### src/design/direction_rotate_convert_core_macros.svh
// Assertion macros shared by the direction unit.
`ifndef DIRECTION_ROTATE_CONVERT_CORE_MACROS_SVH
`define DIRECTION_ROTATE_CONVERT_CORE_MACROS_SVH

`ifndef SYNTHESIS
// cons holds in the same cycle as ante
`define DRC_ASSERT_NOW(lbl, clk, rst_n, ante, cons) \
    lbl: assert property (@(posedge clk) disable iff (!rst_n) (ante) |-> (cons)) \
        else $error("direction unit check failed");
// cons holds in the cycle after ante
`define DRC_ASSERT_NEXT(lbl, clk, rst_n, ante, cons) \
    lbl: assert property (@(posedge clk) disable iff (!rst_n) (ante) |=> (cons)) \
        else $error("direction unit check failed");
`else
`define DRC_ASSERT_NOW(lbl, clk, rst_n, ante, cons)
`define DRC_ASSERT_NEXT(lbl, clk, rst_n, ante, cons)
`endif

`endif

### src/design/drc_pkg.sv
// Shared types, constants and tables of the direction unit.
package drc_pkg;

    localparam int CORDIC_STEPS   = 30;
    localparam int SQRT_STEPS     = 32;
    localparam int DIV_STEPS      = 17;
    localparam int CX_W           = 36;
    localparam int CZ_W           = 34;
    localparam int V_W            = 34;
    localparam int ANGLE_BITS_DEF = 16;
    localparam int COORD_BITS_DEF = 24;

    localparam logic REQ_CONVERT = 1'b0;
    localparam logic REQ_ROTATE  = 1'b1;

    localparam logic signed [CX_W-1:0] INV_GAIN  = 36'sd652032874;
    localparam logic signed [CZ_W-1:0] HALF_ZW   = 34'sd2147483648;
    localparam logic [31:0]            HALF_TURN = 32'h8000_0000;

    localparam logic [29:0] ATAN_TAB [CORDIC_STEPS] = '{
        30'd536870912, 30'd316933405, 30'd167458907, 30'd85004756, 30'd42667331,
        30'd21354465, 30'd10679838, 30'd5340245, 30'd2670163, 30'd1335086,
        30'd667544, 30'd333772, 30'd166886, 30'd83443, 30'd41721, 30'd20860,
        30'd10430, 30'd5215, 30'd2607, 30'd1303, 30'd651, 30'd325, 30'd162,
        30'd81, 30'd40, 30'd20, 30'd10, 30'd5, 30'd2, 30'd1
    };

    typedef enum logic [1:0] {
        AXIS_X    = 2'd0,
        AXIS_Y    = 2'd1,
        AXIS_Z    = 2'd2,
        AXIS_NONE = 2'd3
    } axis_t;

    typedef struct packed {
        logic signed [CX_W-1:0] x;
        logic signed [CX_W-1:0] y;
        logic signed [CZ_W-1:0] z;
    } cordic_t;

    typedef struct packed {
        logic [63:0] n;
        logic [63:0] res;
    } sqrt_t;

    typedef struct packed {
        logic [47:0]          rem;
        logic [31:0]          den;
        logic [DIV_STEPS-1:0] q;
    } quo_t;

    typedef struct packed {
        logic                  rotate;
        axis_t                 axis;
        logic signed [V_W-1:0] vx;
        logic signed [V_W-1:0] vy;
        logic signed [V_W-1:0] vz;
        logic [2:0]            neg;
    } front_t;

    typedef struct packed {
        logic signed [31:0] x;
        logic signed [31:0] y;
        logic signed [31:0] z;
        logic               zero;
        logic               zaxis;
    } norm_t;

    typedef struct packed {
        logic       zero;
        logic       zaxis;
        logic       zneg;
        logic [2:0] sgn;
    } tail_t;

    // quadrants 1 and 2 fold by a half turn
    function automatic logic sc_neg(logic [31:0] a);
        return a[31] ^ a[30];
    endfunction

    function automatic cordic_t sc_seed(logic [31:0] a);
        cordic_t     s;
        logic [31:0] af;
        af = sc_neg(a) ? {~a[31], a[30:0]} : a;
        s.x = INV_GAIN;
        s.y = '0;
        s.z = CZ_W'($signed(af));
        return s;
    endfunction

endpackage

### src/design/drc_sqrt_cell.sv
// One digit step of the integer square root.
module drc_sqrt_cell #(
    parameter int STEP = 0
) (
    input  logic           clk,
    input  logic           en,
    input  drc_pkg::sqrt_t d,
    output drc_pkg::sqrt_t q
);

    localparam logic [63:0] BIT = 64'(1) << (62 - 2 * STEP);

    drc_pkg::sqrt_t q_reg, q_next;
    logic [64:0] trial;
    logic        ge;

    always_comb
    begin
        trial = {1'b0, d.res} + {1'b0, BIT};
        ge = {1'b0, d.n} >= trial;
        q_next.n   = ge ? d.n - trial[63:0] : d.n;
        q_next.res = ge ? (d.res >> 1) + BIT : d.res >> 1;
    end

    always_ff @(posedge clk)
    begin
        if (en)
        begin
            q_reg <= q_next;
        end
    end

    assign q = q_reg;

endmodule

### config.mk
export PLATFORM = sky130hd
export DESIGN_NAME = drc_sqrt_cell
export DESIGN_NICKNAME = d
export VERILOG_FILES = /design/src/design/direction_rotate_convert_core_macros.svh /design/src/design/drc_pkg.sv /design/src/design/drc_sqrt_cell.sv
export SDC_FILE = /design/constraint.sdc
export NUM_CORES = 1
export LEC_CHECK = 0
export ABC_AREA = 0
export ABC_CLOCK_PERIOD_IN_PS = 4300
export BUFFER_PORTS_ARGS = -buffer_cell sky130_fd_sc_hd__buf_2
export CAP_MARGIN = 20
export CORE_UTILIZATION = 40
export DETAILED_ROUTE_END_ITERATION = 16
export HOLD_SLACK_MARGIN = 0.15
export SLEW_MARGIN = 20
export SYNTH_ARGS = -nofsm -noshare
export SYNTH_HDL_FRONTEND = slang
export SYNTH_SLANG_ARGS = --single-unit
export TNS_END_PERCENT = 5
### constraint.sdc
create_clock -name clk -period 4.3 [get_ports clk]
set_clock_uncertainty 0.2 [all_clocks]
set_input_delay 0.645 -clock clk [delete_from_list [all_inputs] [get_ports clk]]
set_output_delay 0.645 -clock clk [all_outputs]
set_load 0.005 [all_outputs]
==> run summary, run 1 <==
Pwr Total -> 4200 µW
Clk buf depth -> 2
Most frequent cells in the layout -> 256 x buf_2, 128 x edfxtp_1, 85 x a21oi_1, 83 x inv_1, 71 x nand2_1
Most common cell after layout, fill and taps aside -> buf_2
Status -> finished, final reports clean
Leakage power -> 0.00511 µW
M1 GR Usage -> 28.9%
Final hold violations -> 0
Unrepaired setup endpoints after global routing -> no
GPL Wtd Cong -> 0.909
Placed Area -> 10600 µm²
Height of the die -> 150 µm
Fin worst setup slack -> 419 ps
Fmax -> 258 MHz
Vias in the first global route -> 7396
Max Transition Viols Final -> 0
Syn Nets -> 1064
Fin util -> 52.6%
Post-synth EDFFs -> 128
Via density -> 5.25
Initial core utilization -> 41.4%
Area growth syn-to-layout -> 27.2%
Nets@finish -> 1343
Slowest Stage Delay on Critical Path -> 580 ps
Final period util -> 90.3%
PortBufs -> 257
Vias -> 7518
Clock-pin slew on the worst setup and hold paths -> 60 ps
I/O Pins -> 258
Number of gates resized after CTS -> 0
Slowest cell on crit path -> a2111oi_0
Setup Buffers After CTS -> 0
TNS Setup -> 0 ps
Cell Area, Synth -> 8800 µm²
Die area -> 22600 µm²
HP Class -> primary input to register
Syn Area/Cell -> 10.1 µm²
Pre-CTS WS -> 5.07 ps
Seq/Total Area, Yosys -> 43.7%
DR iter-0 viols -> 478
Worst Path Max Fanout -> 6
Critical path cell sequence -> buf_2 > inv_1 > ha_1 > a21oi_1 > o21ai_1 > a221oi_1 > buf_4 > nand2_1 > a2111oi_0 > buf_4 > nor2_1 > o211ai_1 > a21oi_1 > xor2_1 > mux2_1
Worst Setup Start Kind -> primary input
Core Box Area -> 21300 µm²
CTS Root Cell -> clkbuf_16
Layout cells sized above 1 -> 29.3%
Residual DRC count -> 0
Detailed-router iteration count before antenna repair -> 5
CTS Buf Count -> 17
ANT cells -> 0
GRT overflow -> 0
Grt met3 use -> 6.00%
Power density over the cells -> 375 nW/µm²
Max_slew headroom -> 55.9%
H-tree level count -> 4
Max_cap viols -> 0
Warnings, synthesis -> 0
CTS sink count -> 128
CP Class -> primary input to register
Top FF cell, synth -> edfxtp_1
Setup crit end kind -> register
Final WL -> 24300 µm
Largest net degree at the start of global routing -> 66
HPWL after DPL -> 19500 µm
Remaining antenna violation count after routing -> 0
Largest register FFs -> 128
Worst slew pin tran -> 645 ps
Grt peak-use layer -> met2
Initial antenna violation count -> 1
First-pass GRT wire length -> 37700 µm
Post-Syn Instances -> 868
CP required -> 4270 ps
Asr flop ratio synth -> 0%
Die X -> 150 µm
Overall Global Routing Usage -> 21.6%
Drt wl/cell -> 17.0 µm
Final Setup Violations -> 0
CTS tree -> done
Worst vdd ir -> 281 µV
Crit path time final -> 3880 ps
Synthesized flop and latch total -> 128
Unique masters post-synth -> 60
Global-route track usage on met2 -> 34.2%
Final instance area -> 11200 µm²
Hold Buf Count CTS -> 0
Row cnt -> 53
WP data arrival -> 3850 ps
[worst max-delay path, delay by kind of cell]
kind	cells	cell delay, ps
muxes	1	280
AOI/OAI and AO/OA	6	1710
xor gates and xnor gates	1	170
adders and majority gates	1	380
buffers and inverters	4	540
and+or+nand+nor	2	120
[worst paths after layout]
kind | startpoint | end | slack, ps | cells past startpoint
max | d[31] | q[124] | 420 | 15
min | d[55] | q[54] | 210 | 1
[power by group]
group / switching, µW / internal [µW]
combinational: 611 / 504
sequential: 34.6 / 1550
clock: 546 / 957
total: 1190 / 3010
[cells by family (layout without fill, tap and decap cells)]
kind of cell / after synthesis / in the layout / synth area share [%]
xor+xnor: 62 / 62 / 6.17
buf+inv: 117 / 407 / 5.47
compound gates: 246 / 246 / 17.3
flops: 128 / 128 / 43.7
fa+ha+maj: 66 / 66 / 9.46
simple gates: 186 / 186 / 9.95
mux: 63 / 63 / 8.01
[cell usage after synthesis, types with 4 or more instances]
cell / n / area [µm²]
a21boi_0: 5 / 37.5
a21o_1: 38 / 285
a21oi_1: 85 / 425
a31oi_1: 12 / 75.1
and3_1: 6 / 37.5
buf_2: 4 / 20.0
buf_6: 5 / 56.3
clkbuf_1: 24 / 90.1
edfxtp_1: 128 / 3840
ha_1: 65 / 813
inv_1: 83 / 312
mux2_1: 48 / 541
mux2_2: 12 / 135
nand2_1: 71 / 267
nand3_1: 14 / 70.1
nand4_1: 18 / 113
nor2_1: 42 / 158
nor2b_1: 5 / 31.3
nor3_1: 9 / 45.0
nor4_1: 5 / 31.3
o211ai_1: 4 / 30.0
o21a_1: 10 / 75.1
o21ai_0: 45 / 225
o21ai_1: 5 / 25.0
o21bai_1: 12 / 90.1
o31ai_1: 4 / 30.0
xnor2_1: 39 / 342
xor2_1: 23 / 201
[area by class of cell]
cell class / instances / area, µm²
Fill cell: 1980 / 10100
Multi-Input combinational cell: 623 / 4490
Sequential cell: 128 / 3840
Timing Repair Buffer: 294 / 1610
Clock buffer: 18 / 429
Tap cell: 275 / 344
Inverter: 83 / 312
Clock inverter: 12 / 169
[per-layer routing]
metal	routed length, µm	up-vias
li1	-	3752
met1	11400	3506
met2	10800	238
met3	1730	22
met4	316	0
met5	0	-
[through the flow]
step | hold slack, ps | instances
floorplan | 544 | 868
global placement | 637 | 1403
detailed placement | 638 | 1403
CTS | 200 | 1433
global route | 195 | 1433
finish | 211 | 1433
Power figures use the tool's default switching activity.
==> run 2, diff against run 1 <==
--- a/config.mk
+++ b/config.mk
@@ -6,12 +6,14 @@
 export NUM_CORES = 1
 export LEC_CHECK = 0
 export ABC_AREA = 0
-export ABC_CLOCK_PERIOD_IN_PS = 4300
 export BUFFER_PORTS_ARGS = -buffer_cell sky130_fd_sc_hd__buf_2
 export CAP_MARGIN = 20
-export CORE_UTILIZATION = 40
+export CELL_PAD_IN_SITES_DETAIL_PLACEMENT = 1
+export CELL_PAD_IN_SITES_GLOBAL_PLACEMENT = 2
+export CORE_UTILIZATION = 32
 export DETAILED_ROUTE_END_ITERATION = 16
 export HOLD_SLACK_MARGIN = 0.15
+export PLACE_DENSITY_LB_ADDON = 0.1
 export SLEW_MARGIN = 20
 export SYNTH_ARGS = -nofsm -noshare
 export SYNTH_HDL_FRONTEND = slang
==> run 2 against run 1 <==
Against the previous run:
- flip-flop and latch count is the same
- combinational power is essentially flat
- critical path type unchanged
- sequential share of layout area shrank 0.45 points
==> run summary, run 2 (synthesized netlist as in run 1, its figures left out) <==
Status -> finished, final reports clean
Fin util -> 42.1% (-11 points)
DR iter-0 viols -> 303 (-37%)
Height of the die -> 168 µm (+12%)
First-pass GRT wire length -> 44300 µm (+18%)
Worst Hold Depth -> 1 (unchanged)
CP delay by family, top -> compound AO/OA/AOI/OAI gates
Final period util -> 89.3% (-0.96 points)
CP required -> 4270 ps (about the same)
Leakage power -> 0.00515 µW (+0.88%)
Unrepaired setup endpoints after global routing -> no
Setup Buffers After CTS -> 0 (unchanged)
Largest register FFs -> 128 (unchanged)
Largest net degree at the start of global routing -> 69 (+4.5%)
Placed Area -> 10800 µm² (+1.6%)
Residual DRC count -> 0 (unchanged)
PortBufs -> 257 (unchanged)
Crit path depth -> 15 (unchanged)
WP data arrival -> 3810 ps (-40 ps)
Crit path time final -> 3840 ps (-41.1 ps)
Clk buf depth -> 2 (unchanged)
Number of gates resized after CTS -> 0 (unchanged)
CTS Buf Count -> 17 (unchanged)
Final hold violations -> 0 (unchanged)
Power density over the cells -> 374 nW/µm² (-0.25%)
Clock-pin slew on the worst setup and hold paths -> 70 ps (about the same)
Worst slew pin tran -> 634 ps (-10.8 ps)
Critical path cell sequence -> buf_2 > inv_1 > ha_1 > nor2b_1 > o21ai_0 > o21a_1 > o21ai_1 > a41o_1 > a31oi_1 > buf_4 > o21a_1 > o21ai_1 > a31oi_4 > buf_12 > mux2_1
CTS Root Cell -> clkbuf_16
H-tree level count -> 4 (unchanged)
Initial antenna violation count -> 2 (+1)
CTS sink count -> 128 (unchanged)
Via density -> 5.04 (-4.0%)
Worst Path Max Fanout -> 44 (+38)
I/O Pins -> 258 (unchanged)
Initial core utilization -> 32.7% (-8.7 points)
Max_slew headroom -> 57.7% (+1.8 points)
Most frequent cells in the layout -> 256 x buf_2, 128 x edfxtp_1, 85 x a21oi_1, 83 x inv_1, 71 x nand2_1
Slowest Stage Delay on Critical Path -> 360 ps (-220 ps)
Final instance area -> 11300 µm² (+1.3%)
GRT overflow -> 0 (unchanged)
Remaining antenna violation count after routing -> 0 (unchanged)
Buffers & Inverters on Critical Path -> 4 (unchanged)
CTS tree -> done
Worst vdd ir -> 223 µV (-21%)
Pre-CTS WS -> 0.472 ps (-4.60 ps)
Core Box Area -> 27000 µm² (+27%)
Vias in the first global route -> 8098 (+9.5%)
Detailed-router iteration count before antenna repair -> 4 (-1)
Layout cells sized above 1 -> 29.9% (+0.64 points)
HPWL after DPL -> 22200 µm (+14%)
Worst Setup Start Kind -> primary input
Fin worst setup slack -> 460 ps (+41.1 ps)
Vias -> 7615 (+1.3%)
Setup crit end kind -> register
Most common cell after layout, fill and taps aside -> buf_2
Row cnt -> 60 (+13%)
Final Setup Violations -> 0 (unchanged)
Max Transition Viols Final -> 0 (unchanged)
Final WL -> 27900 µm (+15%)
TNS Setup -> 0 ps (unchanged)
Overall Global Routing Usage -> 20.0% (-1.6 points)
Nets@finish -> 1354 (+0.82%)
Die X -> 168 µm (+12%)
Area growth syn-to-layout -> 28.9%
Fmax -> 260 MHz (+1.1%)
GPL Wtd Cong -> 0.816 (-10%)
Hold Buf Count CTS -> 0 (unchanged)
Pwr Total -> 4240 µW (+1.1%)
Max_cap viols -> 0 (unchanged)
HP Class -> primary input to register
CP Class -> primary input to register
Drt wl/cell -> 18.4 µm (+8.6%)
Slowest cell on crit path -> mux2_1
Die area -> 28200 µm² (+25%)
[run 2: layout make-up]
cell class / instances / area, µm²
antenna: 1 / 2.50
tap: 341 / 427
multi-input combinational: 623 / 4490
sequential: 128 / 3840
inverter: 83 / 312
fill: 3149 / 15600
clock inverter: 11 / 141
timing repair buffer: 305 / 1690
clock buffer: 20 / 437
[run 2: through the flow]
step / hold WS (ps) / cells
2_1_floorplan: 544 / 868
3_3_place_gp: 638 / 1480
3_5_place_dp: 638 / 1480
4_1_cts: 186 / 1511
5_1_grt: 192 / 1511
6_report: 203 / 1512
[run 2: per-layer routing]
layer  global-route usage [%]  routed length (µm)  vias up
met3                     4.47                1460       19
met5                        0                   0        -
li1                         -                   -     3760
met4                     4.95                 259        0
met1                     27.7               13700     3646
met2                     31.5               12400      190
[run 2: worst paths after layout]
kind	from	to	slack (ps)
max	d[1]	q[111]	460
min	d[54]	q[53]	200
[run 2: power breakdown]
| group | internal [µW] | total, µW | switching, µW |
|---|---|---|---|
| Clock | 906 | 1510 | 608 |
| Combinational | 515 | 1150 | 637 |
| Sequential | 1550 | 1580 | 32.6 |
