File: src/design/direction_rotate_convert_core_macros.svh
// Assertion macros shared by the direction unit.
`ifndef DIRECTION_ROTATE_CONVERT_CORE_MACROS_SVH
`define DIRECTION_ROTATE_CONVERT_CORE_MACROS_SVH

`ifndef SYNTHESIS
// cons holds in the same cycle as ante
`define DRC_ASSERT_NOW(lbl, clk, rst_n, ante, cons) \
    lbl: assert property (@(posedge clk) disable iff (!rst_n) (ante) |-> (cons)) \
        else $error("direction unit check failed");
// cons holds in the cycle after ante
`define DRC_ASSERT_NEXT(lbl, clk, rst_n, ante, cons) \
    lbl: assert property (@(posedge clk) disable iff (!rst_n) (ante) |=> (cons)) \
        else $error("direction unit check failed");
`else
`define DRC_ASSERT_NOW(lbl, clk, rst_n, ante, cons)
`define DRC_ASSERT_NEXT(lbl, clk, rst_n, ante, cons)
`endif

`endif

File: src/design/drc_pkg.sv
// Shared types, constants and tables of the direction unit.
package drc_pkg;

    localparam int CORDIC_STEPS   = 30;
    localparam int SQRT_STEPS     = 32;
    localparam int DIV_STEPS      = 17;
    localparam int CX_W           = 36;
    localparam int CZ_W           = 34;
    localparam int V_W            = 34;
    localparam int ANGLE_BITS_DEF = 16;
    localparam int COORD_BITS_DEF = 24;

    localparam logic REQ_CONVERT = 1'b0;
    localparam logic REQ_ROTATE  = 1'b1;

    localparam logic signed [CX_W-1:0] INV_GAIN  = 36'sd652032874;
    localparam logic signed [CZ_W-1:0] HALF_ZW   = 34'sd2147483648;
    localparam logic [31:0]            HALF_TURN = 32'h8000_0000;

    localparam logic [29:0] ATAN_TAB [CORDIC_STEPS] = '{
        30'd536870912, 30'd316933405, 30'd167458907, 30'd85004756, 30'd42667331,
        30'd21354465, 30'd10679838, 30'd5340245, 30'd2670163, 30'd1335086,
        30'd667544, 30'd333772, 30'd166886, 30'd83443, 30'd41721, 30'd20860,
        30'd10430, 30'd5215, 30'd2607, 30'd1303, 30'd651, 30'd325, 30'd162,
        30'd81, 30'd40, 30'd20, 30'd10, 30'd5, 30'd2, 30'd1
    };

    typedef enum logic [1:0] {
        AXIS_X    = 2'd0,
        AXIS_Y    = 2'd1,
        AXIS_Z    = 2'd2,
        AXIS_NONE = 2'd3
    } axis_t;

    typedef struct packed {
        logic signed [CX_W-1:0] x;
        logic signed [CX_W-1:0] y;
        logic signed [CZ_W-1:0] z;
    } cordic_t;

    typedef struct packed {
        logic [63:0] n;
        logic [63:0] res;
    } sqrt_t;

    typedef struct packed {
        logic [47:0]          rem;
        logic [31:0]          den;
        logic [DIV_STEPS-1:0] q;
    } quo_t;

    typedef struct packed {
        logic                  rotate;
        axis_t                 axis;
        logic signed [V_W-1:0] vx;
        logic signed [V_W-1:0] vy;
        logic signed [V_W-1:0] vz;
        logic [2:0]            neg;
    } front_t;

    typedef struct packed {
        logic signed [31:0] x;
        logic signed [31:0] y;
        logic signed [31:0] z;
        logic               zero;
        logic               zaxis;
    } norm_t;

    typedef struct packed {
        logic       zero;
        logic       zaxis;
        logic       zneg;
        logic [2:0] sgn;
    } tail_t;

    // quadrants 1 and 2 fold by a half turn
    function automatic logic sc_neg(logic [31:0] a);
        return a[31] ^ a[30];
    endfunction

    function automatic cordic_t sc_seed(logic [31:0] a);
        cordic_t     s;
        logic [31:0] af;
        af = sc_neg(a) ? {~a[31], a[30:0]} : a;
        s.x = INV_GAIN;
        s.y = '0;
        s.z = CZ_W'($signed(af));
        return s;
    endfunction

endpackage

File: src/design/drc_div_cell.sv
// One quotient bit of a restoring division.
module drc_div_cell #(
    parameter int STEP = 0
) (
    input  logic          clk,
    input  logic          en,
    input  drc_pkg::quo_t d,
    output drc_pkg::quo_t q
);

    localparam int QB = drc_pkg::DIV_STEPS - 1 - STEP;

    drc_pkg::quo_t q_reg, q_next;
    logic [48:0] dsh;
    logic        ge;

    always_comb
    begin
        dsh = 49'(d.den) << QB;
        ge = {1'b0, d.rem} >= dsh;
        q_next.den = d.den;
        q_next.rem = ge ? d.rem - dsh[47:0] : d.rem;
        q_next.q   = ge ? d.q | (drc_pkg::DIV_STEPS'(1) << QB) : d.q;
    end

    always_ff @(posedge clk)
    begin
        if (en)
        begin
            q_reg <= q_next;
        end
    end

    assign q = q_reg;

endmodule

File: config.mk
export PLATFORM = sky130hd
export DESIGN_NAME = drc_div_cell
export DESIGN_NICKNAME = d
export VERILOG_FILES = /design/src/design/direction_rotate_convert_core_macros.svh /design/src/design/drc_pkg.sv /design/src/design/drc_div_cell.sv
export SDC_FILE = /design/constraint.sdc
export NUM_CORES = 1
export LEC_CHECK = 0
export BUFFER_PORTS_ARGS = -buffer_cell sky130_fd_sc_hd__buf_2
export CAP_MARGIN = 20
export CORE_ASPECT_RATIO = 1.1
export CORE_MARGIN = 3
export CORE_UTILIZATION = 45
export DETAILED_ROUTE_END_ITERATION = 16
export GPL_TIMING_DRIVEN = 1
export PLACE_DENSITY = 0.72
export SYNTH_ARGS = -nofsm -noshare
export SYNTH_HDL_FRONTEND = slang
export SYNTH_SLANG_ARGS = --single-unit
File: constraint.sdc
create_clock -name clk -period 3 [get_ports clk]
set_clock_uncertainty 0.15 [all_clocks]
set_input_delay 0.3 -clock clk [delete_from_list [all_inputs] [get_ports clk]]
set_output_delay 0.3 -clock clk [all_outputs]
set_load 0.01 [all_outputs]
==> summary.txt, run 1 <==
Status
  – Run status: finished clean

Floorplan
  – Core Area: approximately 0.011 mm²
  – Die Height: roughly 120 µm
  – I/O pin total: 196
  – Site Rows: 41
  – Starting density of the core: 0.463
  – Die ar.: 0.0132 mm²
  – Die W: 110 µm

Logic synthesis
  – Number of synthesized flops with an enable pin: a little under 100
  – Area share of the largest cell type after synthesis: 0.548
  – Netlist cell types: 54
  – Net Count, Synth: 620
  – Share of flip-flops with an asynchronous set or reset: 0
  – Mapped Area: 0.00532 mm²
  – Syn Inst Count: 488
  – Syn. warnings: 0
  – Cell taking the most area after synthesis: edfxtp_1
  – Main synth FF type: edfxtp_1
  – Post-synthesis sequential area ratio: 0.548
  – Syn Area/Cell: 10.9 µm²
  – Seq cells post-synth: 97
  – Ranking of synthesized cells by area: edfxtp_1 55%, ha_1 7.5%, nand2_1 4.2%

Finish
  – Commonest non-fill, non-tap cell in the layout: buf_2
  – Design Area, Final: about 0.0077 mm²
  – Final net count: 900
  – Most frequent cells in the layout: 194 x buf_2, 97 x edfxtp_1, 59 x nand2_1
  – Layout cells sized above 1: 0.359
  – Fillers: 900
  – Area growth, synth to finish: 44.0%
  – Largest register FFs: 97
  – Area of the multi-input gates: 0.00226 mm²
  – Sequential cell area: about 0.003 mm²

Global routing
  – Total gr overflow: 0
  – M2 GR Usage: 0.358
  – GRT Total Usage: 0.208
  – GRT met3 Usage: 0.0414
  – Largest net degree at the start of global routing: 43
  – Met1 usage: 0.259
  – GRT busiest layer: met2
  – Number of global-route vias before repair: 4668
  – First-pass GRT wire length: between 20000 and 25000 µm
  – Antenna violations before repair: 1

STA
  – Tmin final: between 2 and 3 ns
  – Worst Tran Pin Value: 0.525 ns
  – Fmax: 0.350 GHz
  – Count of final hold-check violations: 0
  – Final Setup Violations: 0
  – Unrepaired setup endpoints after global routing: no
  – Slew Limit Headroom: 0.650
  – Pins Over Slew Limit: 0
  – Fin Hold WS: 0.00384 ns
  – Tcrit/Tclk final: 0.954

Critical path
  – CP endpoint kind: flop
  – Required time of the critical path: 2.93 ns
  – Arrival @ worst endpoint: 2.79 ns
  – Worst setup SP type: input pin
  – Worst Path Max Fanout: 6
  – WS Path Type: in -> reg

Routing
  – Number of remaining DRC errors: 0
  – WL/cell: 15.1 µm
  – Drt first pass iters: 5
  – DR iter-0 viols: approximately 240
  – Via/cell ratio: 5.11
  – DRT Wirelength: 13900 µm
  – Post-route ant nets: 0
  – Routed via count: 4718

Job
  – Max-capacitance violation count: 0

Clock network
  – Clk root buf: clkbuf_16
  – Clk pin slew, worst setup/hold paths: 0.07 ns
  – Cts bufs inserted: 9
  – # clock sinks: 97
  – Htree depth: 3
  – Max Buffers Root-to-Sink: 2
  – CTS tree: done

Pwr
  – Power density over cell area: approximately 500 mW/mm²
  – Max IR drop VDD: 0.299 mV
  – P_leak: 0.00350 µW
  – Total Power: 3890 µW

Hold path
  – Hold path depth: 1
  – Hold crit path type: in -> reg

Placed design
  – Placed cell areas: 0.00673 mm²
  – RePlAce Congestion: approximately 0.9
  – DP HPWL: between 10000 and 15000 µm
  – Number of I/O port buffers: 195
## worst max-delay path, cell delays in order
cell	delay, ns
dlygate4sd3_1	0.53
buf_2	0.11
inv_1	0.04
ha_1	0.38
a21oi_2	0.21
o21ai_0	0.16
o311ai_1	0.27
buf_4	0.17
nand3_1	0.08
a31oi_1	0.26
xor2_1	0.16
o21ai_0	0.10
## final cells by class
cell class              count  area share
clock buffers               9      0.0294
diodes                      1    0.000327
multi-input cells         336       0.295
flip-flops and latches     97       0.380
clock inverters             6      0.0116
repair buffers            285       0.240
well taps                 150      0.0245
inverters                  39      0.0191
## final timing paths
path,start,end
max,d[30],q[95]
min,d[55],q[55]
## power by group
part | leakage [µW] | internal (µW) | switching [µW]
Combinational | 0.00240 | 462 | 518
Clock | 0.000150 | 729 | 491
Sequential | 0.000948 | 1660 | 33.1
Total | 0.00350 | 2850 | 1040
## synthesized netlist by cell type (2+ instances only)
master,instances
nor4_1,3
a211oi_1,2
or2_2,3
o21a_1,10
xnor2_1,10
o21ai_0,41
a21oi_1,35
nand3_1,10
edfxtp_1,97
xor2_1,13
nor3b_1,2
or3_1,3
nor2_1,26
o31a_1,3
nor2b_1,2
nand2_1,59
nor3_1,6
a31oi_1,4
o211ai_1,3
and3_4,2
o31ai_1,5
buf_2,4
nand4_1,6
nand2b_1,4
o21bai_1,5
ha_1,32
o2111ai_1,2
and3_1,8
inv_1,39
a21o_1,16
clkbuf_1,10
## routing by layer
metal,wire (µm),vias to the layer above
met1,5790,2175
met2,6960,173
met4,238,0
met3,929,17
met5,0,-
li1,-,2353
## through the flow
step           cells  utilization  TNS, ns  setup WS [ns]
6_report         923        0.667        0          0.139
5_1_grt          923        0.667        0        0.00503
4_1_cts          917        0.655        0         0.0127
3_5_place_dp     854        0.585  -0.0551        -0.0244
3_3_place_gp     854        0.585        0        0.00453
2_1_floorplan    488            -        0          0.218
## kinds of logic after synthesis
family                     synth area share
muxes                               0.00400
xor gates and xnor gates             0.0379
adders and majority gates            0.0790
buffers and inverters                0.0430
DFF                                   0.548
and+or+nand+nor                       0.127
AOI/OAI and AO/OA                     0.162
## what timing repair did
| item | CTS | global route |
|---|---|---|
| resized for setup | 0 | 20 |
| setup endpoints to repair | 0 | 32 |
| hold buffers | 48 | 1 |
| endpoints found under the hold margin | 48 | 1 |
| setup buffers | 0 | 3 |
Power figures use the tool's default switching activity.
==> run 2: changes to the inputs <==
- GPL_ROUTABILITY_DRIVEN: not set -> 0
- PLACE_DENSITY: 0.72 -> 0.71
==> run 2 against run 1 <==
Against the previous run:
- sequential share of layout area hardly changed
- wire length is 0.53% lower
- clock-buffer cell count is 1 higher
- sequential power hardly changed
- sequential cell count stayed put
- combinational power hardly changed
- final cell count stayed put
- global-route usage is 0.26 points lower
- total power is 1.4% lower
- first-iteration DRC count is 20% lower
- largest cell class unchanged
- highest routed layer is now met5
==> summary.txt, run 2 (synthesis results as in run 1) <==
Finish
  – Commonest non-fill, non-tap cell in the layout: buf_2 (unchanged)
  – Util after Layout: 0.667 (about the same)
  – Final net count: 900 (unchanged)
  – Design Area, Final: 0.00766 mm² (about the same)
  – Area growth, synth to finish: 44.1% (was 44.0%)
  – Largest register FFs: 97 (unchanged)
  – Ant. Diodes: 0 (was 1)
  – Layout cells sized above 1: 0.344 (was 0.359)
  – Most frequent cells in the layout: 194 x buf_2, 97 x edfxtp_1, 59 x nand2_1 (unchanged)

STA
  – Count of final hold-check violations: 0 (unchanged)
  – Pins Over Slew Limit: 0 (unchanged)
  – Tcrit/Tclk final: 0.968 (was 0.954)
  – Slew Limit Headroom: 0.681 (was 0.650)
  – Final Setup Violations: 0 (unchanged)
  – Tmin final: 2.90 ns (was 2.86 ns)
  – Worst Tran Pin Value: 0.479 ns (was 0.525 ns)
  – Fin Hold WS: 0.0155 ns (was 0.00384 ns)
  – Fmax: 0.344 GHz (was 0.350 GHz)
  – Setup TNS: 0 ns (unchanged)
  – Unrepaired setup endpoints after global routing: no (unchanged)

Clock network
  – Max Buffers Root-to-Sink: 2 (unchanged)
  – Clk root buf: clkbuf_16 (unchanged)
  – Clk pin slew, worst setup/hold paths: 0.07 ns (about the same)
  – Cts bufs inserted: 9 (unchanged)
  – # clock sinks: 97 (unchanged)
  – CTS tree: done (unchanged)
  – Htree depth: 3 (unchanged)

Critical path
  – WS Path Type: in -> reg (unchanged)
  – Worst setup SP type: input pin (unchanged)
  – Crit path launch: d[33] (was d[30])
  – Worst Path Max Fanout: 6 (unchanged)
  – Arrival @ worst endpoint: 2.85 ns (was 2.79 ns)
  – CP Capture Point: q[96] (was q[95])
  – Required time of the critical path: 2.94 ns (was 2.93 ns)
  – CP endpoint kind: flop (unchanged)

Floorplan
  – Die ar.: 0.0132 mm² (unchanged)
  – Starting density of the core: 0.463 (unchanged)
  – Die Height: 120 µm (unchanged)
  – Site Rows: 41 (unchanged)
  – I/O pin total: 196 (unchanged)
  – Die W: 110 µm (unchanged)
  – Core Area: 0.0115 mm² (unchanged)

Pwr
  – Net Sw Frac: 0.277 (was 0.268)
  – P_leak: 0.00349 µW (was 0.00350 µW)
  – Seq pwr share: 0.440 (was 0.434)
  – Clock power share: 0.304 (was 0.314)
  – Internal: 2780 µW (was 2850 µW)
  – Comb power frac: 0.256 (was 0.252)
  – Total Power: 3840 µW (was 3890 µW)
  – Power density over cell area: 500 mW/mm² (was 507 mW/mm²)
  – Max IR drop VDD: 0.314 mV (was 0.299 mV)
  – P_sw: 1060 µW (was 1040 µW)

Routing
  – Number of remaining DRC errors: 0 (unchanged)
  – Metal-1 WL: 5920 µm (was 5790 µm)
  – Top layer in use: met5 (was met4)
  – Via/cell ratio: 5.13 (was 5.11)
  – Drt first pass iters: 4 (was 5)
  – Post-route ant nets: 0 (unchanged)
  – Routed via count: 4732 (was 4718)
  – DRT Wirelength: 13800 µm (was 13900 µm)
  – WL/cell: 15.0 µm (was 15.1 µm)
  – Met3 Wirelength: 855 µm (was 929 µm)
  – WL met2: 6840 µm (was 6960 µm)
  – DR iter-0 viols: 189 (was 236)

Global routing
  – First-pass GRT wire length: 21400 µm (was 21700 µm)
  – Antenna violations before repair: 2 (was 1)
  – Number of global-route vias before repair: 4557 (was 4668)
  – Total gr overflow: 0 (unchanged)
  – GRT Total Usage: 0.205 (was 0.208)
  – Largest net degree at the start of global routing: 47 (was 43)

Status
  – Run status: finished clean (unchanged)

Placed design
  – Number of I/O port buffers: 195 (unchanged)
  – DP HPWL: 10300 µm (was 10400 µm)
  – Placed cell areas: 0.00666 mm² (was 0.00673 mm²)

Hold path
  – Hold crit path type: in -> reg (unchanged)

Job
  – Max-capacitance violation count: 0 (unchanged)
==> run 2: power groups by stage <==
stage	registers [µW]	clock network [µW]	logic (µW)
3_3_place_gp	1720	0	870
3_5_place_dp	1720	0	880
2_1_floorplan	1800	0	421
5_1_grt	1700	1260	1080
4_1_cts	1690	1200	943
6_report	1690	1160	982
==> run 2: worst min path at each step <==
| stage | end | from | cells after the start |
|---|---|---|---|
| after floorplan | q[0] | d[0] | 0 |
| after global placement | q[10] | d[10] | 1 |
| after detailed placement | q[6] | d[6] | 1 |
| after CTS | q[61] | d[61] | 1 |
| after global routing | q[61] | d[61] | 1 |
| final | q[43] | d[43] | 1 |
==> run 2: routing by layer <==
layer / vias to the layer above / track usage
met5: - / 0
met4: 4 / 0.0631
met3: 19 / 0.0382
met2: 166 / 0.355
met1: 2189 / 0.257
li1: 2354 / -
==> run 2: area by class of cell <==
class | instances | area [µm²]
Fill cell | 925 | 3830
Sequential cell | 97 | 2910
Multi-Input combinational cell | 336 | 2250
Timing Repair Buffer | 285 | 1870
Clock buffer | 10 | 229
Tap cell | 150 | 188
Inverter | 39 | 146
Clock inverter | 6 | 72.6
==> run 2: worst max-delay path, stage by stage <==
cell and delay [ns]:
dlygate4sd3_1 0.53, buf_2 0.12, inv_1 0.05, ha_2 0.30, a21o_1 0.20, a21o_1 0.19, a32oi_1 0.19, a31oi_2 0.14
or3_4 0.35, o211ai_1 0.22, and3_1 0.19, o31ai_1 0.07
==> run 2: repair_timing <==
action,4_1_cts,5_1_grt
setup endpoints to repair,0,29
hold buffers,57,1
buffers inserted,0,3
hold endpoints to repair,57,1
resized for setup,0,14
==> run 2: metrics by stage <==
stage / setup slack [ns] / std cells
2_1_floorplan: 0.218 / 488
3_3_place_gp: 0.0143 / 845
3_5_place_dp: -0.0401 / 845
4_1_cts: 0.0116 / 918
5_1_grt: 0.00382 / 923
6_report: 0.0951 / 923
