## src/design/direction_rotate_convert_core_macros.svh

```systemverilog
// Assertion macros shared by the direction unit.
`ifndef DIRECTION_ROTATE_CONVERT_CORE_MACROS_SVH
`define DIRECTION_ROTATE_CONVERT_CORE_MACROS_SVH

`ifndef SYNTHESIS
// cons holds in the same cycle as ante
`define DRC_ASSERT_NOW(lbl, clk, rst_n, ante, cons) \
    lbl: assert property (@(posedge clk) disable iff (!rst_n) (ante) |-> (cons)) \
        else $error("direction unit check failed");
// cons holds in the cycle after ante
`define DRC_ASSERT_NEXT(lbl, clk, rst_n, ante, cons) \
    lbl: assert property (@(posedge clk) disable iff (!rst_n) (ante) |=> (cons)) \
        else $error("direction unit check failed");
`else
`define DRC_ASSERT_NOW(lbl, clk, rst_n, ante, cons)
`define DRC_ASSERT_NEXT(lbl, clk, rst_n, ante, cons)
`endif

`endif

```

## src/design/drc_pkg.sv

```systemverilog
// Shared types, constants and tables of the direction unit.
package drc_pkg;

    localparam int CORDIC_STEPS   = 30;
    localparam int SQRT_STEPS     = 32;
    localparam int DIV_STEPS      = 17;
    localparam int CX_W           = 36;
    localparam int CZ_W           = 34;
    localparam int V_W            = 34;
    localparam int ANGLE_BITS_DEF = 16;
    localparam int COORD_BITS_DEF = 24;

    localparam logic REQ_CONVERT = 1'b0;
    localparam logic REQ_ROTATE  = 1'b1;

    localparam logic signed [CX_W-1:0] INV_GAIN  = 36'sd652032874;
    localparam logic signed [CZ_W-1:0] HALF_ZW   = 34'sd2147483648;
    localparam logic [31:0]            HALF_TURN = 32'h8000_0000;

    localparam logic [29:0] ATAN_TAB [CORDIC_STEPS] = '{
        30'd536870912, 30'd316933405, 30'd167458907, 30'd85004756, 30'd42667331,
        30'd21354465, 30'd10679838, 30'd5340245, 30'd2670163, 30'd1335086,
        30'd667544, 30'd333772, 30'd166886, 30'd83443, 30'd41721, 30'd20860,
        30'd10430, 30'd5215, 30'd2607, 30'd1303, 30'd651, 30'd325, 30'd162,
        30'd81, 30'd40, 30'd20, 30'd10, 30'd5, 30'd2, 30'd1
    };

    typedef enum logic [1:0] {
        AXIS_X    = 2'd0,
        AXIS_Y    = 2'd1,
        AXIS_Z    = 2'd2,
        AXIS_NONE = 2'd3
    } axis_t;

    typedef struct packed {
        logic signed [CX_W-1:0] x;
        logic signed [CX_W-1:0] y;
        logic signed [CZ_W-1:0] z;
    } cordic_t;

    typedef struct packed {
        logic [63:0] n;
        logic [63:0] res;
    } sqrt_t;

    typedef struct packed {
        logic [47:0]          rem;
        logic [31:0]          den;
        logic [DIV_STEPS-1:0] q;
    } quo_t;

    typedef struct packed {
        logic                  rotate;
        axis_t                 axis;
        logic signed [V_W-1:0] vx;
        logic signed [V_W-1:0] vy;
        logic signed [V_W-1:0] vz;
        logic [2:0]            neg;
    } front_t;

    typedef struct packed {
        logic signed [31:0] x;
        logic signed [31:0] y;
        logic signed [31:0] z;
        logic               zero;
        logic               zaxis;
    } norm_t;

    typedef struct packed {
        logic       zero;
        logic       zaxis;
        logic       zneg;
        logic [2:0] sgn;
    } tail_t;

    // quadrants 1 and 2 fold by a half turn
    function automatic logic sc_neg(logic [31:0] a);
        return a[31] ^ a[30];
    endfunction

    function automatic cordic_t sc_seed(logic [31:0] a);
        cordic_t     s;
        logic [31:0] af;
        af = sc_neg(a) ? {~a[31], a[30:0]} : a;
        s.x = INV_GAIN;
        s.y = '0;
        s.z = CZ_W'($signed(af));
        return s;
    endfunction

endpackage

```

## src/design/drc_cordic_cell.sv

```systemverilog
// One CORDIC micro-rotation step, rotation or vectoring form.
module drc_cordic_cell #(
    parameter int STEP   = 0,
    parameter bit VECTOR = 1'b0
) (
    input  logic             clk,
    input  logic             en,
    input  drc_pkg::cordic_t d,
    output drc_pkg::cordic_t q
);

    drc_pkg::cordic_t q_reg, q_next;
    logic signed [drc_pkg::CX_W-1:0] xs, ys;
    logic signed [drc_pkg::CZ_W-1:0] at;
    logic sigma;

    always_comb
    begin
        xs = d.x >>> STEP;
        ys = d.y >>> STEP;
        at = $signed(drc_pkg::CZ_W'(drc_pkg::ATAN_TAB[STEP]));
        // drive y toward zero, or z toward zero
        sigma = VECTOR ? (d.y <= 0) : (d.z >= 0);
        if (sigma)
        begin
            q_next.x = d.x - ys;
            q_next.y = d.y + xs;
            q_next.z = d.z - at;
        end
        else
        begin
            q_next.x = d.x + ys;
            q_next.y = d.y - xs;
            q_next.z = d.z + at;
        end
    end

    always_ff @(posedge clk)
    begin
        if (en)
        begin
            q_reg <= q_next;
        end
    end

    assign q = q_reg;

endmodule

```

## config.mk

```make
export PLATFORM = sky130hd
export DESIGN_NAME = drc_cordic_cell
export DESIGN_NICKNAME = d
export VERILOG_FILES = /design/src/design/direction_rotate_convert_core_macros.svh /design/src/design/drc_pkg.sv /design/src/design/drc_cordic_cell.sv
export SDC_FILE = /design/constraint.sdc
export NUM_CORES = 1
export LEC_CHECK = 0
export BUFFER_PORTS_ARGS = -buffer_cell sky130_fd_sc_hd__buf_2
export CAP_MARGIN = 25
export CORE_ASPECT_RATIO = 1.25
export CORE_MARGIN = 4
export CORE_UTILIZATION = 30
export CTS_BUF_LIST = sky130_fd_sc_hd__clkbuf_8
export DETAILED_ROUTE_END_ITERATION = 12
export PLACE_DENSITY = 0.61
export SYNTH_ARGS = -nofsm -noshare
export SYNTH_HDL_FRONTEND = slang
export SYNTH_SLANG_ARGS = --single-unit
```

## constraint.sdc

```tcl
create_clock -name clk -period 3.4 [get_ports clk]
set_input_delay 0.68 -clock clk [delete_from_list [all_inputs] [get_ports clk]]
set_output_delay 0.68 -clock clk [all_outputs]
set_load 0.01 [all_outputs]
```

==> impl_metrics.json, run 1 <==
{
  "area_delta_synth_final_pct": 30.5,
  "cp_max_fo": 8,
  "setup_viol": 0,
  "hpwl_um": 28800,
  "leakagePower_nw": 5.97,
  "synth_cells": 1123,
  "final_hold_viol_count": 0,
  "gr-total-overflow": 0,
  "crit_family": "compound AO/OA/AOI/OAI gates",
  "cp.required_ps": 3600,
  "netlist_area_mm2": 0.00986,
  "clkSinkCount": 105,
  "fp.dieH_um": 211,
  "tightest_slew_ps": 720,
  "wl_per_cell_um": 18.2,
  "fin_hold_ws_ps": 421,
  "outcome": "finished, final reports clean",
  "fmaxAchievable_mhz": 309,
  "cts-root-buf": "clkbuf_8",
  "netlist.area_leader.share_pct": 32.0,
  "async_flop_share_pct": 0,
  "ys.flop_type": "edfxtp_1",
  "path_common_cell": "a211oi_1",
  "ant_nets": 0,
  "cts_tree": "yes",
  "path_cells": "buf_2 > inv_1 > ha_1 > or3_1 > a211oi_1 > nor4_2 > buf_4 > a211oi_1 > o21ai_1 > or4_1 > nand3_1 > xnor2_1",
  "critPathKind": "input port to flip-flop",
  "drc": 0,
  "ir_drop_v": 0.000194,
  "htreeDepth": 3,
  "via_count": 9703,
  "ys_ff_latch": 105,
  "fillers": 3306,
  "core_mm2": 0.0322,
  "io-pin-count": 214,
  "grt_usage_pct": 18.9,
  "yosysSeqAreaShare_pct": 32.0,
  "drv_cap": 0,
  "drt-vias-per-instance": 5.11,
  "cts_hold_buffers": 0,
  "synthDistinctLibCells": 75,
  "crit_slowest_cell": "or4_1",
  "fin_crit_ps": 3240,
  "grt_pass1_vias": 9900,
  "path_buf_inv": 3,
  "finalCritPeriodShare_pct": 95.1,
  "drive_gt1_share_pct": 29.9,
  "antenna_found_initial": 1,
  "multiInputGateArea_mm2": 0.00608,
  "die-width_um": 170,
  "start_util_pct": 30.7,
  "critPathLaunchType": "input port",
  "critPathCaptureType": "flip-flop",
  "portBuffers": 213,
  "seqCellArea_mm2": 0.00315,
  "syn_nets": 1348,
  "pwr_density_cell_mw_per_mm2": 356,
  "yosys_warnings": 0,
  "fin_nets": 1706,
  "synth_area_leaders": "edfxtp_1 32%, ha_1 14%, a21oi_1 6.9%",
  "drt_first_pass_iters": 8,
  "rsz0062_at_grt": "no",
  "cts.path.max_buffers": 2,
  "yosys.area.top_type": "edfxtp_1",
  "synth.avg_cell_area_um2": 8.78,
  "clkSlewWorstSetupHoldPaths_ps": 130,
  "slew_headroom_pct": 52.0,
  "synth_edf_count": 105,
  "cts_made_buffers": 9,
  "wirelength_um": 34600,
  "rows": 73,
  "yosysMostFrequentCell": "a21oi_1",
  "largest_reg_flops": 105,
  "grt_max_degree": 57,
  "first_iter_violations": 672,
  "cts_setup_buffers": 0,
  "stdcell_area_mm2": 0.0129,
  "post-route-util_pct": 40.0,
  "die_area_mm2": 0.0358,
  "diodes": 0,
  "placed_area_mm2": 0.0126,
  "cp.arrival_ps": 3440,
  "gp_congestion": 0.906,
  "synth_common_cells": "135 x a21oi_1, 113 x ha_1, 109 x inv_1",
  "total_power_mw": 4.59,
  "slew_viol_final": 0,
  "grt_pass1_wl_um": 53600,
  "max_stage_delay_ps": 420,
  "hold_path_class": "input port to flip-flop"
}
[what timing repair did]
item / in CTS / in global routing
gates resized for setup: 0 / 2
endpoints found under the setup margin: 0 / 1
hold endpoints to repair: 0 / 0
[per-layer routing]
layer / wire (µm) / global-route usage (%) / share of wire (%)
met3: 2010 / 3.07 / 5.8
met4: 1300 / 7.77 / 3.8
met5: 13 / 0 / 0.038
met2: 17200 / 33.4 / 50
met1: 14000 / 22.7 / 41
[logic make-up after synthesis]
family / after synthesis / synth area share [%]
buffers and inverters: 161 / 6.47
AO/OA/AOI/OAI: 398 / 26.1
adder cells (fa/ha/maj): 117 / 15.2
XOR/XNOR: 72 / 6.40
flip-flops: 105 / 32.0
multiplexers: 12 / 1.22
AND/OR/NAND/NOR: 258 / 12.6
[stage by stage]
step           TNS [ps]  worst slack, ps  std cells
6_report              0              165       1898
5_1_grt               0             8.89       1898
4_1_cts               0             93.4       1898
3_5_place_dp      -4810             -398       1882
3_3_place_gp      -3320             -412       1882
2_1_floorplan         0              299       1123
[cells in the final DEF (no fill, tap or decap), types with 6 or more instances in the layout]
cell	n
o21ai_1	14
a211oi_1	15
nand2b_1	11
o21bai_1	30
a21o_1	46
nand4_1	8
clkbuf_8	9
buf_2	212
a31oi_1	20
o31ai_1	6
inv_1	109
mux2i_1	12
a21oi_1	134
nand2_1	59
o21ai_0	60
nor2_1	75
edfxtp_1	105
o211ai_1	10
buf_4	182
xnor2_1	62
nand3_1	26
nor4_1	11
xor2_1	10
nor2b_1	12
ha_1	113
nor3_1	27
o21a_1	10
[final timing paths]
path,start,cells past startpoint,slack [ps],to
setup / recovery,d[44],12,160,q[69]$_DFFE_PP_
hold / removal,d[14],1,420,q[14]$_DFFE_PP_
[cell type report]
| type | instances | share of cell area, % |
|---|---|---|
| Clock buffer | 9 | 0.963 |
| Multi-Input combinational cell | 857 | 47.3 |
| Inverter | 111 | 3.24 |
| Timing Repair Buffer | 397 | 19.3 |
| Clock inverter | 7 | 0.652 |
| Tap cell | 412 | 4.01 |
| Sequential cell | 105 | 24.5 |
[report_power, final]
| part | leakage (nW) | total, mW | internal, mW | switching, mW |
|---|---|---|---|---|
| combinational | 4.84 | 1.99 | 0.862 | 1.13 |
| sequential | 1.03 | 1.72 | 1.67 | 0.0531 |
| clock | 0.106 | 0.872 | 0.303 | 0.569 |
| total | 5.97 | 4.59 | 2.83 | 1.75 |
Power figures use the tool's default switching activity.
==> inputs of run 2 (changes only) <==
--- a/config.mk
+++ b/config.mk
@@ -8,7 +8,6 @@
 export BUFFER_PORTS_ARGS = -buffer_cell sky130_fd_sc_hd__buf_2
 export CAP_MARGIN = 25
 export CORE_ASPECT_RATIO = 1.25
-export CORE_MARGIN = 4
 export CORE_UTILIZATION = 30
 export CTS_BUF_LIST = sky130_fd_sc_hd__clkbuf_8
 export DETAILED_ROUTE_END_ITERATION = 12
==> run 2 against run 1 <==
Global-route usage up 1.1 points. Critical path depth increased by 3. Via count fell by 0.53%. Power down 0.65%. Setup slack lost 4.7 ps. Hold slack worse by 7.6 ps. Non-clock buffer count is 11 lower. Critical endpoint is now q[67]$_DFFE_PP_. Largest cell class unchanged.
==> impl_metrics.json, run 2 (synthesis results as in run 1) <==
{
  "outcome": "finished, final reports clean",
  "die-width_um": 164,
  "cts_tree": "yes",
  "met3_usage_pct": 3.18,
  "tightest_slew_ps": 631,
  "internal_power_mw": 2.81,
  "drv_cap": 0,
  "largest_reg_flops": 105,
  "ant_nets": 0,
  "start_util_pct": 30.7,
  "pwr_density_cell_mw_per_mm2": 356,
  "cp.arrival_ps": 3440,
  "grt_pass1_vias": 9695,
  "holdPathEnd": "q[17]$_DFFE_PP_",
  "use_met1_pct": 23.6,
  "clkSlewWorstSetupHoldPaths_ps": 130,
  "setup_viol": 0,
  "drt-vias-per-instance": 5.11,
  "finalCritPeriodShare_pct": 95.3,
  "stdcell_area_mm2": 0.0128,
  "grt-busiest-layer": "met2",
  "path_buf_inv": 5,
  "grt_max_degree": 42,
  "crit_family": "compound AO/OA/AOI/OAI gates",
  "core_mm2": 0.0321,
  "final_hold_viol_count": 0,
  "hpwl_um": 27800,
  "clockPowerShare_pct": 19.2,
  "cts_made_buffers": 9,
  "combPwrFrac_pct": 42.9,
  "fin_tns_setup_ps": 0,
  "max_stage_delay_ps": 490,
  "critPathKind": "input port to flip-flop",
  "slew_headroom_pct": 57.6,
  "drt_first_pass_iters": 5,
  "hold_path_startpoint": "d[17]",
  "die_area_mm2": 0.0336,
  "fin_nets": 1695,
  "first_iter_violations": 703,
  "path_common_cell": "buf_4",
  "grt_pass1_wl_um": 51500,
  "area_delta_synth_final_pct": 29.8,
  "fp.dieH_um": 205,
  "crit_slowest_cell": "nor4_2",
  "dp_slack_ps": -369,
  "setup_ws_ps": 160,
  "seqPwrFrac_pct": 37.9,
  "ctsResizeCount": 0,
  "slew_viol_final": 0,
  "wirelength_um": 33600,
  "path_cells": "buf_2 > inv_1 > ha_1 > buf_4 > nor3_1 > o21ai_0 > a211oi_2 > nor4_2 > a211oi_1 > buf_4 > o21ai_1 > buf_4 > nor2_1 > a31oi_1 > xnor2_1",
  "hold_path_class": "input port to flip-flop",
  "htreeDepth": 3,
  "p_sw_mw": 1.74,
  "critPathLaunchType": "input port",
  "via_count": 9652,
  "clkSinkCount": 105,
  "leakagePower_nw": 5.93,
  "cts-root-buf": "clkbuf_8",
  "ir_drop_v": 0.000196,
  "drc": 0,
  "wl_per_cell_um": 17.8,
  "cts.path.max_buffers": 2,
  "cts_setup_buffers": 0,
  "cp.required_ps": 3600,
  "cp_max_fo": 6,
  "antenna_found_initial": 0,
  "drive_gt1_share_pct": 29.4,
  "whs_path_depth": 1,
  "gr-total-overflow": 0,
  "final_common_cell": "buf_2",
  "placed_area_mm2": 0.0126,
  "cts_hold_buffers": 0,
  "critPathCaptureType": "flip-flop",
  "grt_util_met2_pct": 35.2,
  "gp_congestion": 0.971,
  "io-pin-count": 214,
  "portBuffers": 213,
  "grt_usage_pct": 20.0,
  "p_sw_share_pct": 38.2,
  "final_cell_mix": "212 x buf_2, 170 x buf_4, 135 x a21oi_1",
  "diodes": 0,
  "rsz0062_at_grt": "no",
  "fmaxAchievable_mhz": 309,
  "rows": 73,
  "fin_crit_ps": 3240
}
## run 2: cell types whose count changed in the layout (fill, tap and decap cells not counted), sizes merged
| cell | change |
|---|---|
| buf | -11 |
## run 2: routing by layer
metal  up-vias  routed length [µm]
met5         -                   0
met4         0                1200
met3        64                1840
met2       326               16700
met1      4519               13900
li1       4743                   -
## run 2: power groups by stage
stage               clock network (mW)  registers [mW]  logic (mW)
floorplan                            0            1.85       0.975
global placement                     0            1.76        1.93
detailed placement                   0            1.76        1.94
CTS                              0.913            1.73        1.95
global route                     0.944            1.75        2.13
finish                           0.875            1.73        1.95
## run 2: cell type report
| class | instances | area [µm²] |
|---|---|---|
| Multi-Input combinational cell | 857 | 6080 |
| Clock buffer | 9 | 124 |
| Fill cell | 3277 | 19300 |
| Timing Repair Buffer | 386 | 2420 |
| Clock inverter | 7 | 83.8 |
| Inverter | 111 | 417 |
| Tap cell | 412 | 515 |
| Sequential cell | 105 | 3150 |
## run 2: worst max path at each step
stage	start	end	slack, ps	cells after the start
2_1_floorplan	d[61]	q[69]$_DFFE_PP_	300	12
3_3_place_gp	d[38]	q[69]$_DFFE_PP_	-430	13
3_5_place_dp	d[38]	q[69]$_DFFE_PP_	-370	13
4_1_cts	d[38]	q[69]$_DFFE_PP_	100	13
5_1_grt	d[35]	q[67]$_DFFE_PP_	40	14
6_report	d[37]	q[67]$_DFFE_PP_	160	15
## run 2: through the flow
stage / util (%) / cells / total power [mW] / hold WS [ps]
3_5_place_dp: 39.2 / 1871 / 3.70 / 870
4_1_cts: 39.9 / 1887 / 4.59 / 377
2_1_floorplan: - / 1123 / 2.83 / 779
5_1_grt: 39.9 / 1887 / 4.82 / 384
3_3_place_gp: 39.2 / 1871 / 3.69 / 869
6_report: 39.9 / 1887 / 4.56 / 413
==> inputs of run 3 (changes only) <==
--- a/config.mk
+++ b/config.mk
@@ -8,10 +8,10 @@
 export BUFFER_PORTS_ARGS = -buffer_cell sky130_fd_sc_hd__buf_2
 export CAP_MARGIN = 25
 export CORE_ASPECT_RATIO = 1.25
-export CORE_UTILIZATION = 30
+export CORE_UTILIZATION = 58
 export CTS_BUF_LIST = sky130_fd_sc_hd__clkbuf_8
 export DETAILED_ROUTE_END_ITERATION = 12
-export PLACE_DENSITY = 0.61
+export PLACE_DENSITY_LB_ADDON = 0.12
 export SYNTH_ARGS = -nofsm -noshare
 export SYNTH_HDL_FRONTEND = slang
 export SYNTH_SLANG_ARGS = --single-unit
==> run 3 against run 2 <==
Utilization increased by 36 points. Hold slack improved by 32 ps. Setup slack about the same. Clock power fell by 1%. First-iteration DRC count grew 44%. Fmax is essentially flat. Cell count shrank 11%. Via count increased by 4.6%. Sequential share of layout area increased by 0.61 points. Die area down 48%.
==> impl_metrics.json, run 3 (synthesis results as in run 1) <==
{
  "outcome": "finished, final reports clean",
  "drive_gt1_share_pct": 29.0,
  "slew_viol_final": 0,
  "grt_pass1_wl_um": 50600,
  "leakagePower_nw": 5.89,
  "pwr_density_cell_mw_per_mm2": 364,
  "hold_path_class": "input port to flip-flop",
  "cts.path.max_buffers": 2,
  "crit_family": "compound AO/OA/AOI/OAI gates",
  "portBuffers": 213,
  "drt-vias-per-instance": 5.99,
  "via_count": 10100,
  "drt_first_pass_iters": 5,
  "cts_setup_buffers": 0,
  "rows": 52,
  "cp_max_fo": 8,
  "cp.arrival_ps": 3410,
  "die-width_um": 119,
  "ant_nets": 0,
  "gr-total-overflow": 0,
  "slew_headroom_pct": 63.4,
  "path_buf_inv": 3,
  "setup_viol": 0,
  "drv_cap": 0,
  "cts_made_buffers": 9,
  "antenna_found_initial": 0,
  "critPathLaunchType": "input port",
  "max_stage_delay_ps": 440,
  "grt_max_degree": 74,
  "ir_drop_v": 0.000261,
  "ctsResizeCount": 0,
  "cts-root-buf": "clkbuf_8",
  "final_cell_mix": "212 x buf_2, 166 x buf_4, 135 x a21oi_1",
  "clkSlewWorstSetupHoldPaths_ps": 120,
  "fillers": 1240,
  "hpwl_um": 26000,
  "cp.required_ps": 3570,
  "diodes": 0,
  "cts_hold_buffers": 0,
  "grt_usage_pct": 36.8,
  "post-route-util_pct": 76.2,
  "finalCritPeriodShare_pct": 95.3,
  "place_inst": 1669,
  "fin_crit_ps": 3240,
  "tightest_slew_ps": 545,
  "grt_pass1_vias": 10000,
  "drc": 0,
  "first_iter_violations": 1009,
  "area_delta_synth_final_pct": 26.7,
  "fin_nets": 1689,
  "largest_reg_flops": 105,
  "final_hold_viol_count": 0,
  "critPathKind": "input port to flip-flop",
  "htreeDepth": 3,
  "path_cells": "buf_2 > inv_1 > ha_1 > buf_4 > nor2_2 > a211oi_2 > o21bai_2 > a221oi_4 > o2111ai_4 > and4_4 > o32ai_2 > o21ai_2 > xnor2_1",
  "die_area_mm2": 0.0175,
  "rsz0062_at_grt": "no",
  "wirelength_um": 32100,
  "clkSinkCount": 105,
  "io-pin-count": 214,
  "final_common_cell": "buf_2",
  "core_mm2": 0.0164,
  "fp.dieH_um": 148,
  "fmaxAchievable_mhz": 309,
  "cts_tree": "yes",
  "crit_slowest_cell": "ha_1",
  "start_util_pct": 60.1,
  "wl_per_cell_um": 19.0,
  "critPathCaptureType": "flip-flop",
  "instances_no_fill": 1685,
  "gp_congestion": 0.999
}
## run 3: changes by cell type in the layout (fill, tap and decap cells not counted), moves of 2 or more
cell      previous run  this run
buf_4              170       166
clkinv_8             1         4
buf_12               4         2
inv_8                3         1
## run 3: metal layers
layer	global-route usage [%]	wire (µm)	vias to the layer above
li1	-	-	4723
met1	43.3	12300	4713
met2	65.0	15900	541
met3	3.97	2160	123
met4	21.2	1650	0
met5	0	0	-
## run 3: layout make-up
class	instances	area (µm²)	area share (%)
Multi-Input combinational cell	857	6080	48.7
Sequential cell	105	3150	25.3
Timing Repair Buffer	380	2350	18.8
Inverter	111	417	3.34
Tap cell	216	270	2.16
Clock buffer	9	124	0.992
Clock inverter	7	93.8	0.752
## run 3: worst paths after layout
kind | start | cells past startpoint | slack, ps | to
worst min-delay path | d[14] | 1 | 450 | q[14]$_DFFE_PP_
worst max-delay path | d[37] | 13 | 160 | q[104]$_DFFE_PP_
## run 3: where the power goes
part | switching [mW] | total, mW | leakage (nW) | internal (mW)
sequential | 0.0601 | 1.73 | 1.03 | 1.67
combinational | 1.12 | 1.95 | 4.76 | 0.834
clock | 0.562 | 0.864 | 0.107 | 0.302
total | 1.74 | 4.55 | 5.89 | 2.81
## run 3: stage by stage
step / hold WS, ps / total power, mW / area (µm²) / setup slack, ps / setup TNS (ps)
3_5_place_dp: 873 / 3.67 / 12300 / -200 / -2940
4_1_cts: 435 / 4.51 / 12500 / 218 / 0
2_1_floorplan: 779 / 2.83 / 9860 / 299 / 0
3_3_place_gp: 868 / 3.63 / 12300 / -152 / -1570
5_1_grt: 430 / 4.76 / 12500 / 34.5 / 0
6_report: 445 / 4.55 / 12500 / 160 / 0
